==> src/hw/rtl/spi_eas_pkg.sv <==
`default_nettype none
// ----------------------------------------------------------------------------
// spi_eas_pkg
// Shared types and codes for the SPI EEPROM access sequencer.
// ----------------------------------------------------------------------------
package spi_eas_pkg;

    // request opcodes carried with each tick
    localparam logic [1:0] OP_TICK  = 2'd0;
    localparam logic [1:0] OP_READ  = 2'd1;
    localparam logic [1:0] OP_WRITE = 2'd2;

    // sequence steps
    localparam logic [3:0] ST_IDLE  = 4'd0;
    localparam logic [3:0] ST_RCMD  = 4'd1;
    localparam logic [3:0] ST_RADDR = 4'd2;
    localparam logic [3:0] ST_RDATA = 4'd3;
    localparam logic [3:0] ST_WREN  = 4'd4;
    localparam logic [3:0] ST_WGAP  = 4'd5;
    localparam logic [3:0] ST_WCMD  = 4'd6;
    localparam logic [3:0] ST_WADDR = 4'd7;
    localparam logic [3:0] ST_WDATA = 4'd8;
    localparam logic [3:0] ST_SGAP  = 4'd9;
    localparam logic [3:0] ST_SCMD  = 4'd10;
    localparam logic [3:0] ST_SREAD = 4'd11;

    // EEPROM command bytes
    localparam logic [7:0] CMD_READ  = 8'h03;
    localparam logic [7:0] CMD_WRITE = 8'h02;
    localparam logic [7:0] CMD_WREN  = 8'h06;
    localparam logic [7:0] CMD_RDSR  = 8'h05;

    // status register write-in-progress bit
    localparam int unsigned STATUS_WIP_BIT = 0;

    localparam logic [2:0] LAST_BIT = 3'd7;

    typedef struct packed {
        logic [1:0] opcode;
        logic [7:0] address;
        logic [7:0] write_data;
        logic       miso;
    } t_in_req;

    typedef struct packed {
        logic       chip_select_n;
        logic       serial_clock;
        logic       mosi;
        logic       busy_res;
        logic       done_res;
        logic [7:0] read_data;
        logic       rejected;
    } t_out_res;

endpackage
`default_nettype wire

==> src/hw/rtl/spi_eeprom_access_sequencer_core.sv <==
`default_nettype none
// ----------------------------------------------------------------------------
// spi_eeprom_access_sequencer_core
// SPI mode-0 master sequencer for an 8-bit-address serial EEPROM.
// ----------------------------------------------------------------------------
// Each request on the input channel is one half-bit tick of the SPI bus and
// returns exactly one response: the chip select, clock and MOSI levels for
// that tick plus busy/done/read data/rejected status. The block takes one
// tick per clock cycle while the output is not stalled; the next state is
// worked out from the sequencer registers and the incoming tick in a single
// pass and lands in the output register in the same edge, so throughput is
// one request per cycle. The output register is the only buffer: the input
// stalls only while a response sits unaccepted and the output is stalled.
// A bit takes two ticks (clock low drives MOSI, clock high samples MISO).
// A read is 0x03, address, one byte in: 49 ticks including the accepting
// tick. A write is 0x06, one chip-select-high gap, 0x02, address, data, then
// gap plus 0x05 status read repeated until write-in-progress clears.
// Requests that arrive while busy (done tick included) are flagged rejected
// and otherwise ignored.
// ----------------------------------------------------------------------------
module spi_eeprom_access_sequencer_core (
    input  wire                    i_clk,
    input  wire                    i_rst_n,
    input  wire                    i_in_valid,
    output logic                   o_in_stall,
    input  spi_eas_pkg::t_in_req   i_in_data,
    output logic                   o_out_valid,
    input  wire                    i_out_stall,
    output spi_eas_pkg::t_out_res  o_out_data
);

    // sequencer state
    logic [3:0] r_step,     n_step;
    logic [2:0] r_bit_cnt,  n_bit_cnt;
    logic       r_phase,    n_phase;
    logic [7:0] r_tx,       n_tx;
    logic [7:0] r_rx,       n_rx;
    logic [7:0] r_addr,     n_addr;
    logic [7:0] r_byte,     n_byte;

    // output register
    logic                  r_out_valid;
    spi_eas_pkg::t_out_res r_out, n_out;

    logic w_accept;
    logic w_is_req;
    logic w_receiving;
    logic [7:0] w_rx_shift;

    // byte loaded into the transmit shifter when a step is entered
    function automatic logic [7:0] byte_for(input logic [3:0] step,
                                            input logic [7:0] addr,
                                            input logic [7:0] data);
        logic [7:0] b;
        unique case (step) inside
            spi_eas_pkg::ST_RCMD:  b = spi_eas_pkg::CMD_READ;
            spi_eas_pkg::ST_RADDR,
            spi_eas_pkg::ST_WADDR: b = addr;
            spi_eas_pkg::ST_WREN:  b = spi_eas_pkg::CMD_WREN;
            spi_eas_pkg::ST_WCMD:  b = spi_eas_pkg::CMD_WRITE;
            spi_eas_pkg::ST_WDATA: b = data;
            spi_eas_pkg::ST_SCMD:  b = spi_eas_pkg::CMD_RDSR;
            default:               b = 8'h00;
        endcase
        return b;
    endfunction

    assign o_in_stall  = r_out_valid & i_out_stall;
    assign w_accept    = i_in_valid & ~o_in_stall;
    assign o_out_valid = r_out_valid;
    assign o_out_data  = r_out;

    assign w_is_req    = (i_in_data.opcode == spi_eas_pkg::OP_READ) ||
                         (i_in_data.opcode == spi_eas_pkg::OP_WRITE);
    assign w_receiving = (r_step == spi_eas_pkg::ST_RDATA) ||
                         (r_step == spi_eas_pkg::ST_SREAD);
    assign w_rx_shift  = {r_rx[6:0], i_in_data.miso};

    always_comb begin
        n_step    = r_step;
        n_bit_cnt = r_bit_cnt;
        n_phase   = r_phase;
        n_tx      = r_tx;
        n_rx      = r_rx;
        n_addr    = r_addr;
        n_byte    = r_byte;

        n_out               = '0;
        n_out.chip_select_n = 1'b1;

        unique case (r_step) inside
            spi_eas_pkg::ST_WGAP, spi_eas_pkg::ST_SGAP: begin
                // chip select high for one tick, then next command
                n_out.busy_res = 1'b1;
                n_out.rejected = w_is_req;
                n_step    = (r_step == spi_eas_pkg::ST_WGAP) ? spi_eas_pkg::ST_WCMD
                                                             : spi_eas_pkg::ST_SCMD;
                n_bit_cnt = '0;
                n_phase   = 1'b0;
                n_tx      = byte_for(n_step, r_addr, r_byte);
            end
            spi_eas_pkg::ST_RCMD,  spi_eas_pkg::ST_RADDR, spi_eas_pkg::ST_RDATA,
            spi_eas_pkg::ST_WREN,  spi_eas_pkg::ST_WCMD,  spi_eas_pkg::ST_WADDR,
            spi_eas_pkg::ST_WDATA, spi_eas_pkg::ST_SCMD,  spi_eas_pkg::ST_SREAD: begin
                n_out.busy_res      = 1'b1;
                n_out.rejected      = w_is_req;
                n_out.chip_select_n = 1'b0;
                n_out.serial_clock  = r_phase;
                n_out.mosi          = w_receiving ? 1'b0 : r_tx[7];
                if (!r_phase) begin
                    n_phase = 1'b1;
                end else begin
                    // high phase: sample MISO, advance the bit
                    n_phase = 1'b0;
                    if (w_receiving) begin
                        n_rx = w_rx_shift;
                    end
                    n_tx = {r_tx[6:0], 1'b0};
                    if (r_bit_cnt != spi_eas_pkg::LAST_BIT) begin
                        n_bit_cnt = r_bit_cnt + 3'd1;
                    end else begin
                        n_bit_cnt = '0;
                        unique case (r_step)
                            spi_eas_pkg::ST_RCMD:  n_step = spi_eas_pkg::ST_RADDR;
                            spi_eas_pkg::ST_RADDR: n_step = spi_eas_pkg::ST_RDATA;
                            spi_eas_pkg::ST_RDATA: begin
                                n_out.done_res  = 1'b1;
                                n_out.read_data = w_rx_shift;
                                n_step          = spi_eas_pkg::ST_IDLE;
                            end
                            spi_eas_pkg::ST_WREN:  n_step = spi_eas_pkg::ST_WGAP;
                            spi_eas_pkg::ST_WCMD:  n_step = spi_eas_pkg::ST_WADDR;
                            spi_eas_pkg::ST_WADDR: n_step = spi_eas_pkg::ST_WDATA;
                            spi_eas_pkg::ST_WDATA: n_step = spi_eas_pkg::ST_SGAP;
                            spi_eas_pkg::ST_SCMD:  n_step = spi_eas_pkg::ST_SREAD;
                            default: begin
                                // status read: poll again while write in progress
                                if (w_rx_shift[spi_eas_pkg::STATUS_WIP_BIT]) begin
                                    n_step = spi_eas_pkg::ST_SGAP;
                                end else begin
                                    n_out.done_res = 1'b1;
                                    n_step         = spi_eas_pkg::ST_IDLE;
                                end
                            end
                        endcase
                        // entering a new byte step reloads the shifter
                        if ((n_step != spi_eas_pkg::ST_IDLE) &&
                            (n_step != spi_eas_pkg::ST_WGAP) &&
                            (n_step != spi_eas_pkg::ST_SGAP)) begin
                            n_tx = byte_for(n_step, r_addr, r_byte);
                        end
                    end
                end
            end
            default: begin
                // idle, and any unused code behaves as idle
                n_step = spi_eas_pkg::ST_IDLE;
                if (w_is_req) begin
                    n_addr    = i_in_data.address;
                    n_byte    = i_in_data.write_data;
                    n_step    = (i_in_data.opcode == spi_eas_pkg::OP_WRITE)
                                ? spi_eas_pkg::ST_WREN : spi_eas_pkg::ST_RCMD;
                    n_bit_cnt = '0;
                    n_phase   = 1'b0;
                    n_tx      = byte_for(n_step, i_in_data.address,
                                         i_in_data.write_data);
                end
            end
        endcase
    end

    always_ff @(posedge i_clk) begin
        if (!i_rst_n) begin
            r_step    <= spi_eas_pkg::ST_IDLE;
            r_bit_cnt <= '0;
            r_phase   <= 1'b0;
            r_tx      <= '0;
            r_rx      <= '0;
            r_addr    <= '0;
            r_byte    <= '0;
        end else if (w_accept) begin
            r_step    <= n_step;
            r_bit_cnt <= n_bit_cnt;
            r_phase   <= n_phase;
            r_tx      <= n_tx;
            r_rx      <= n_rx;
            r_addr    <= n_addr;
            r_byte    <= n_byte;
        end
    end

    always_ff @(posedge i_clk) begin
        if (!i_rst_n) begin
            r_out_valid <= 1'b0;
        end else if (w_accept) begin
            r_out_valid <= 1'b1;
        end else if (!i_out_stall) begin
            r_out_valid <= 1'b0;
        end
    end

    always_ff @(posedge i_clk) begin
        if (w_accept) begin
            r_out <= n_out;
        end
    end

    // idle always leaves the bit counter and clock phase at rest
    a_idle_rest: assert property (@(posedge i_clk) disable iff (!i_rst_n)
        (r_step == spi_eas_pkg::ST_IDLE) |-> (r_bit_cnt == '0) && !r_phase)
        else $error("idle step with bit counter or phase not at rest");

    // gap steps are only reached after a completed byte
    a_gap_phase: assert property (@(posedge i_clk) disable iff (!i_rst_n)
        ((r_step == spi_eas_pkg::ST_WGAP) || (r_step == spi_eas_pkg::ST_SGAP))
        |-> !r_phase && (r_bit_cnt == '0))
        else $error("gap step entered mid-byte");

    // done is only reported by a running sequence
    a_done_busy: assert property (@(posedge i_clk) disable iff (!i_rst_n)
        (o_out_valid && o_out_data.done_res) |-> o_out_data.busy_res)
        else $error("done without busy");

    // bus is quiet whenever chip select is released
    a_cs_quiet: assert property (@(posedge i_clk) disable iff (!i_rst_n)
        (o_out_valid && o_out_data.chip_select_n)
        |-> !o_out_data.serial_clock && !o_out_data.mosi)
        else $error("clock or data active with chip select high");

endmodule
`default_nettype wire

==> config.mk <==
export PLATFORM = sky130hd
export DESIGN_NAME = spi_eeprom_access_sequencer_core
export DESIGN_NICKNAME = d
export VERILOG_FILES = /design/src/hw/rtl/spi_eas_pkg.sv /design/src/hw/rtl/spi_eeprom_access_sequencer_core.sv
export SDC_FILE = /design/constraint.sdc
export NUM_CORES = 1
export LEC_CHECK = 0
export ABC_AREA = 1
export BUFFER_PORTS_ARGS = -buffer_cell sky130_fd_sc_hd__buf_2
export CAP_MARGIN = 10
export CORE_MARGIN = 4
export CORE_UTILIZATION = 56
export DETAILED_ROUTE_END_ITERATION = 12
export PLACE_DENSITY_LB_ADDON = 0.1
export SETUP_SLACK_MARGIN = 0.15
export SLEW_MARGIN = 0
export SYNTH_ARGS = -nofsm -noshare
export SYNTH_HDL_FRONTEND = slang
export SYNTH_SLANG_ARGS = --single-unit
==> constraint.sdc <==
create_clock -name i_clk -period 3.17 [get_ports i_clk]
set_input_delay 0.951 -clock i_clk [delete_from_list [all_inputs] [get_ports i_clk]]
set_output_delay 0.951 -clock i_clk [all_outputs]
set_load 0.01 [all_outputs]
==> run_results.csv <==
group,metric,value,unit
cts,numCtsBuffers,5,
finish,utilization,67.4,%
finish,fin_nets,366,
cts,insertion_delay,0.31,ns
timing,clock.fmax,444,MHz
setup_path,crit_top_cell,"buf_2",
timing,rsz0062_at_grt,"no",
synthesis,yosys.area.top_type,"dfxtp_1",
synthesis,avgSynthCellArea,8.12,sq um
drt,drtIter0Drc,132,
global_route,grt_pass1_wl,8760,um
synthesis,ys_seq_area_share,50.1,%
timing,setup_viol,0,
power,cellPowerDensity,749,nW/um^2
synthesis,syn_nets,327,
finish,drive_above_1_share,22.4,%
synthesis,netlist_top_cells_area,"dfxtp_1, edfxtp_1, nor2_1, nand2_1, o21ai_0",
setup_path,slowest_delay,0.13,ns
timing,maxSlewViolCount,0,
setup_path,reg2reg_to,"r_byte[0]",
finish,final_cell_mix,"nor2_1, nand2_1, dfxtp_1, buf_2, o21ai_0",
cts,cts_setup_buffers,0,
timing,worstMarginPinSlew,0.507,ns
cts,cts_resized,0,
worst_hold_path,hold_start,"r_tx[3]",
flow_run,cap_violations,0,
global_route,track_usage,20.6,%
setup_path,required,2.22,ns
global_route,grt-ovfl-total,0,
power,p_leak,1.21,nW
setup_path,crit_slowest_cell,"buf_2",
floorplanning,die_w,74.0,um
worst_hold_path,worstHoldPathType,"reg -> reg",
setup_path,cp.arrival,1.30,ns
drt,routed-via-count,2002,
synthesis,yosysTopAreaCellShare,32.9,%
global_route,antenna_found_initial,0,
setup_path,critical_path_class,"in -> out",
global_route,grt_max_degree,34,
setup_path,r2r_cells,8,
placed_design,gp_congestion,0.901,
synthesis,synthCells,300,
cts,cts_tree,"done",
cts,clkTransAtPathRegs,0.10,ns
drt,drc_errors,0,
floorplanning,core,4120,sq um
outcome,status,"finished clean",
floorplanning,die_h,74.0,um
floorplanning,rows,23,
timing,finalHoldViolCount,0,
finish,finalInstanceArea,2770,sq um
global_route,grt_pass1_vias,1955,
setup_path,endpoint_kind,"primary output",
cts,clock-sinks,54,
floorplanning,io_pins,39,
finish,syn_to_final_growth,13.8,%
setup_path,path_cells,"buf_2 > nand2_1 > inv_2 > buf_2",
setup_path,r2r_slack,1.26,ns
synthesis,ys_types,30,
synthesis,ys_dominant_reg_cell,"dfxtp_1",
timing,period_needed,2.25,ns
drt,first_pass_iters,4,
floorplanning,start_util,59.2,%
floorplanning,dieArea,5470,sq um
setup_path,r2r-start,"r_step[2]",
drt,ant_nets,0,
timing,setup_tns,0,ns
synthesis,ys_ff_latch,54,
drt,routedWlPerCell,12.4,um
setup_path,critPathMaxFanout,2,
cts,cts_max_path_buffers,2,
setup_path,crit_buf_inv,3,
cts,cts-root-buf,"clkbuf_8",
drt,drt-total-wl,4840,um
worst_hold_path,whs_endpoint,"r_tx[3]",
timing,fin_skew,0.0105,ns
timing,relSlewSlack,66.1,%
setup_path,critPathLaunchType,"primary input",
worst_hold_path,worstHoldPathCells,2,
placed_design,place_area,2660,sq um
drt,drt-vias-per-instance,5.13,
power,peakVddDrop,0.000405,V
setup_path,critPathTopFamily,"buffers and inverters",
synthesis,async_flop_share,0,%
finish,final_common_cell,"nor2_1",
timing,period_share,71.1,%
synthesis,syn_area,2440,sq um
finish,antennaDiodeCount,0,
synthesis,yosysWarnings,0,
cts,cts-hold-fix-buffers,0,
placed_design,port_buffers,38,
cts,cts_max_level,2,
placed_design,dp_hpwl,3550,um
synthesis,synth_edf_count,14,
[worst max-delay path by stage]
| stage | from | to | slack, ns | depth (start not counted) |
|---|---|---|---|---|
| floorplan | i_out_stall | r_bit_cnt[2] | 0.61 | 9 |
| global placement | i_in_data[17] | r_bit_cnt[2] | 0.66 | 8 |
| detailed placement | i_in_data[17] | r_byte[5] | 0.67 | 7 |
| CTS | i_out_stall | o_in_stall | 0.91 | 4 |
| global route | i_in_data[17] | r_byte[0] | 0.78 | 7 |
| finish | i_out_stall | o_in_stall | 0.92 | 4 |
[routing by layer]
| metal | wire length [um] | vias up | share of wire, % | track usage (%) |
|---|---|---|---|---|
| met5 | 0 | - | 0 | 0 |
| met4 | 65 | 0 | 1.3 | 7.04 |
| met3 | 256 | 6 | 5.3 | 4.59 |
| met2 | 2230 | 41 | 46 | 33.5 |
| met1 | 2290 | 888 | 47 | 27.1 |
| li1 | - | 1067 | - | - |
[through the flow]
stage	hold WS (ns)	power, W	setup WS, ns	cells
global route	0.485	0.00223	0.777	390
finish	0.462	0.00208	0.917	390
CTS	0.463	0.00209	0.912	390
detailed placement	0.446	0.00161	0.667	382
global placement	0.440	0.00161	0.658	382
floorplan	0.426	0.00145	0.613	300
[report_power, final]
group / total (W) / switching [W] / internal (W)
registers: 0.000894 / 0.0000661 / 0.000828
logic: 0.000711 / 0.000492 / 0.000218
clock network: 0.000472 / 0.000232 / 0.000240
total: 0.00208 / 0.000791 / 0.00129
[logic make-up (layout without fill, tap and decap cells)]
group	after synthesis	after routing	share of synthesized area (%)
simple gates	131	131	24.4
buf+inv	41	81	6.93
compound gates	70	70	16.5
fa+ha+maj	4	4	2.05
flops	54	54	50.1
[sequential cells by signal (all words and copies together), names as in the netlist]
signal and flops:
r_byte 8, r_addr 8, o_out_data 14, r_step 4, r_bit_cnt 3, o_out_valid 1, r_phase 1, r_tx 8
r_rx 7
[worst register-to-register path, cell delays in order (launching register included)]
cell     delay [ns]
dfxtp_1        0.37
inv_2          0.14
nand2_2        0.11
o21ai_4        0.25
inv_2          0.10
nor3_4         0.41
inv_2          0.24
nor2_1         0.14
nor2_1         0.06
[synthesized netlist by cell type, types with 2 or more instances]
master    count
nor2_1       54
nand2_1      47
dfxtp_1      40
o21ai_0      28
inv_1        25
a21oi_1      16
edfxtp_1     14
o21ai_1      11
inv_2         9
a22oi_1       7
nand2_2       5
nand3_1       5
nand4_1       5
clkbuf_1      4
ha_1          4
nor2_2        4
nor3_1        3
o21ai_2       3
a211oi_1      2
buf_4         2
nand3_2       2
nor2_4        2
[area by class of cell]
cell class                 instances  area [sq um]
fill                             363          1340
sequential                        54          1220
multi-input combinational        205          1050
timing repair buffer              39           198
inverter                          34           128
clock buffer                       5          68.8
tap                               50          62.6
clock inverter                     3          47.5
Power figures use the tool's default switching activity.
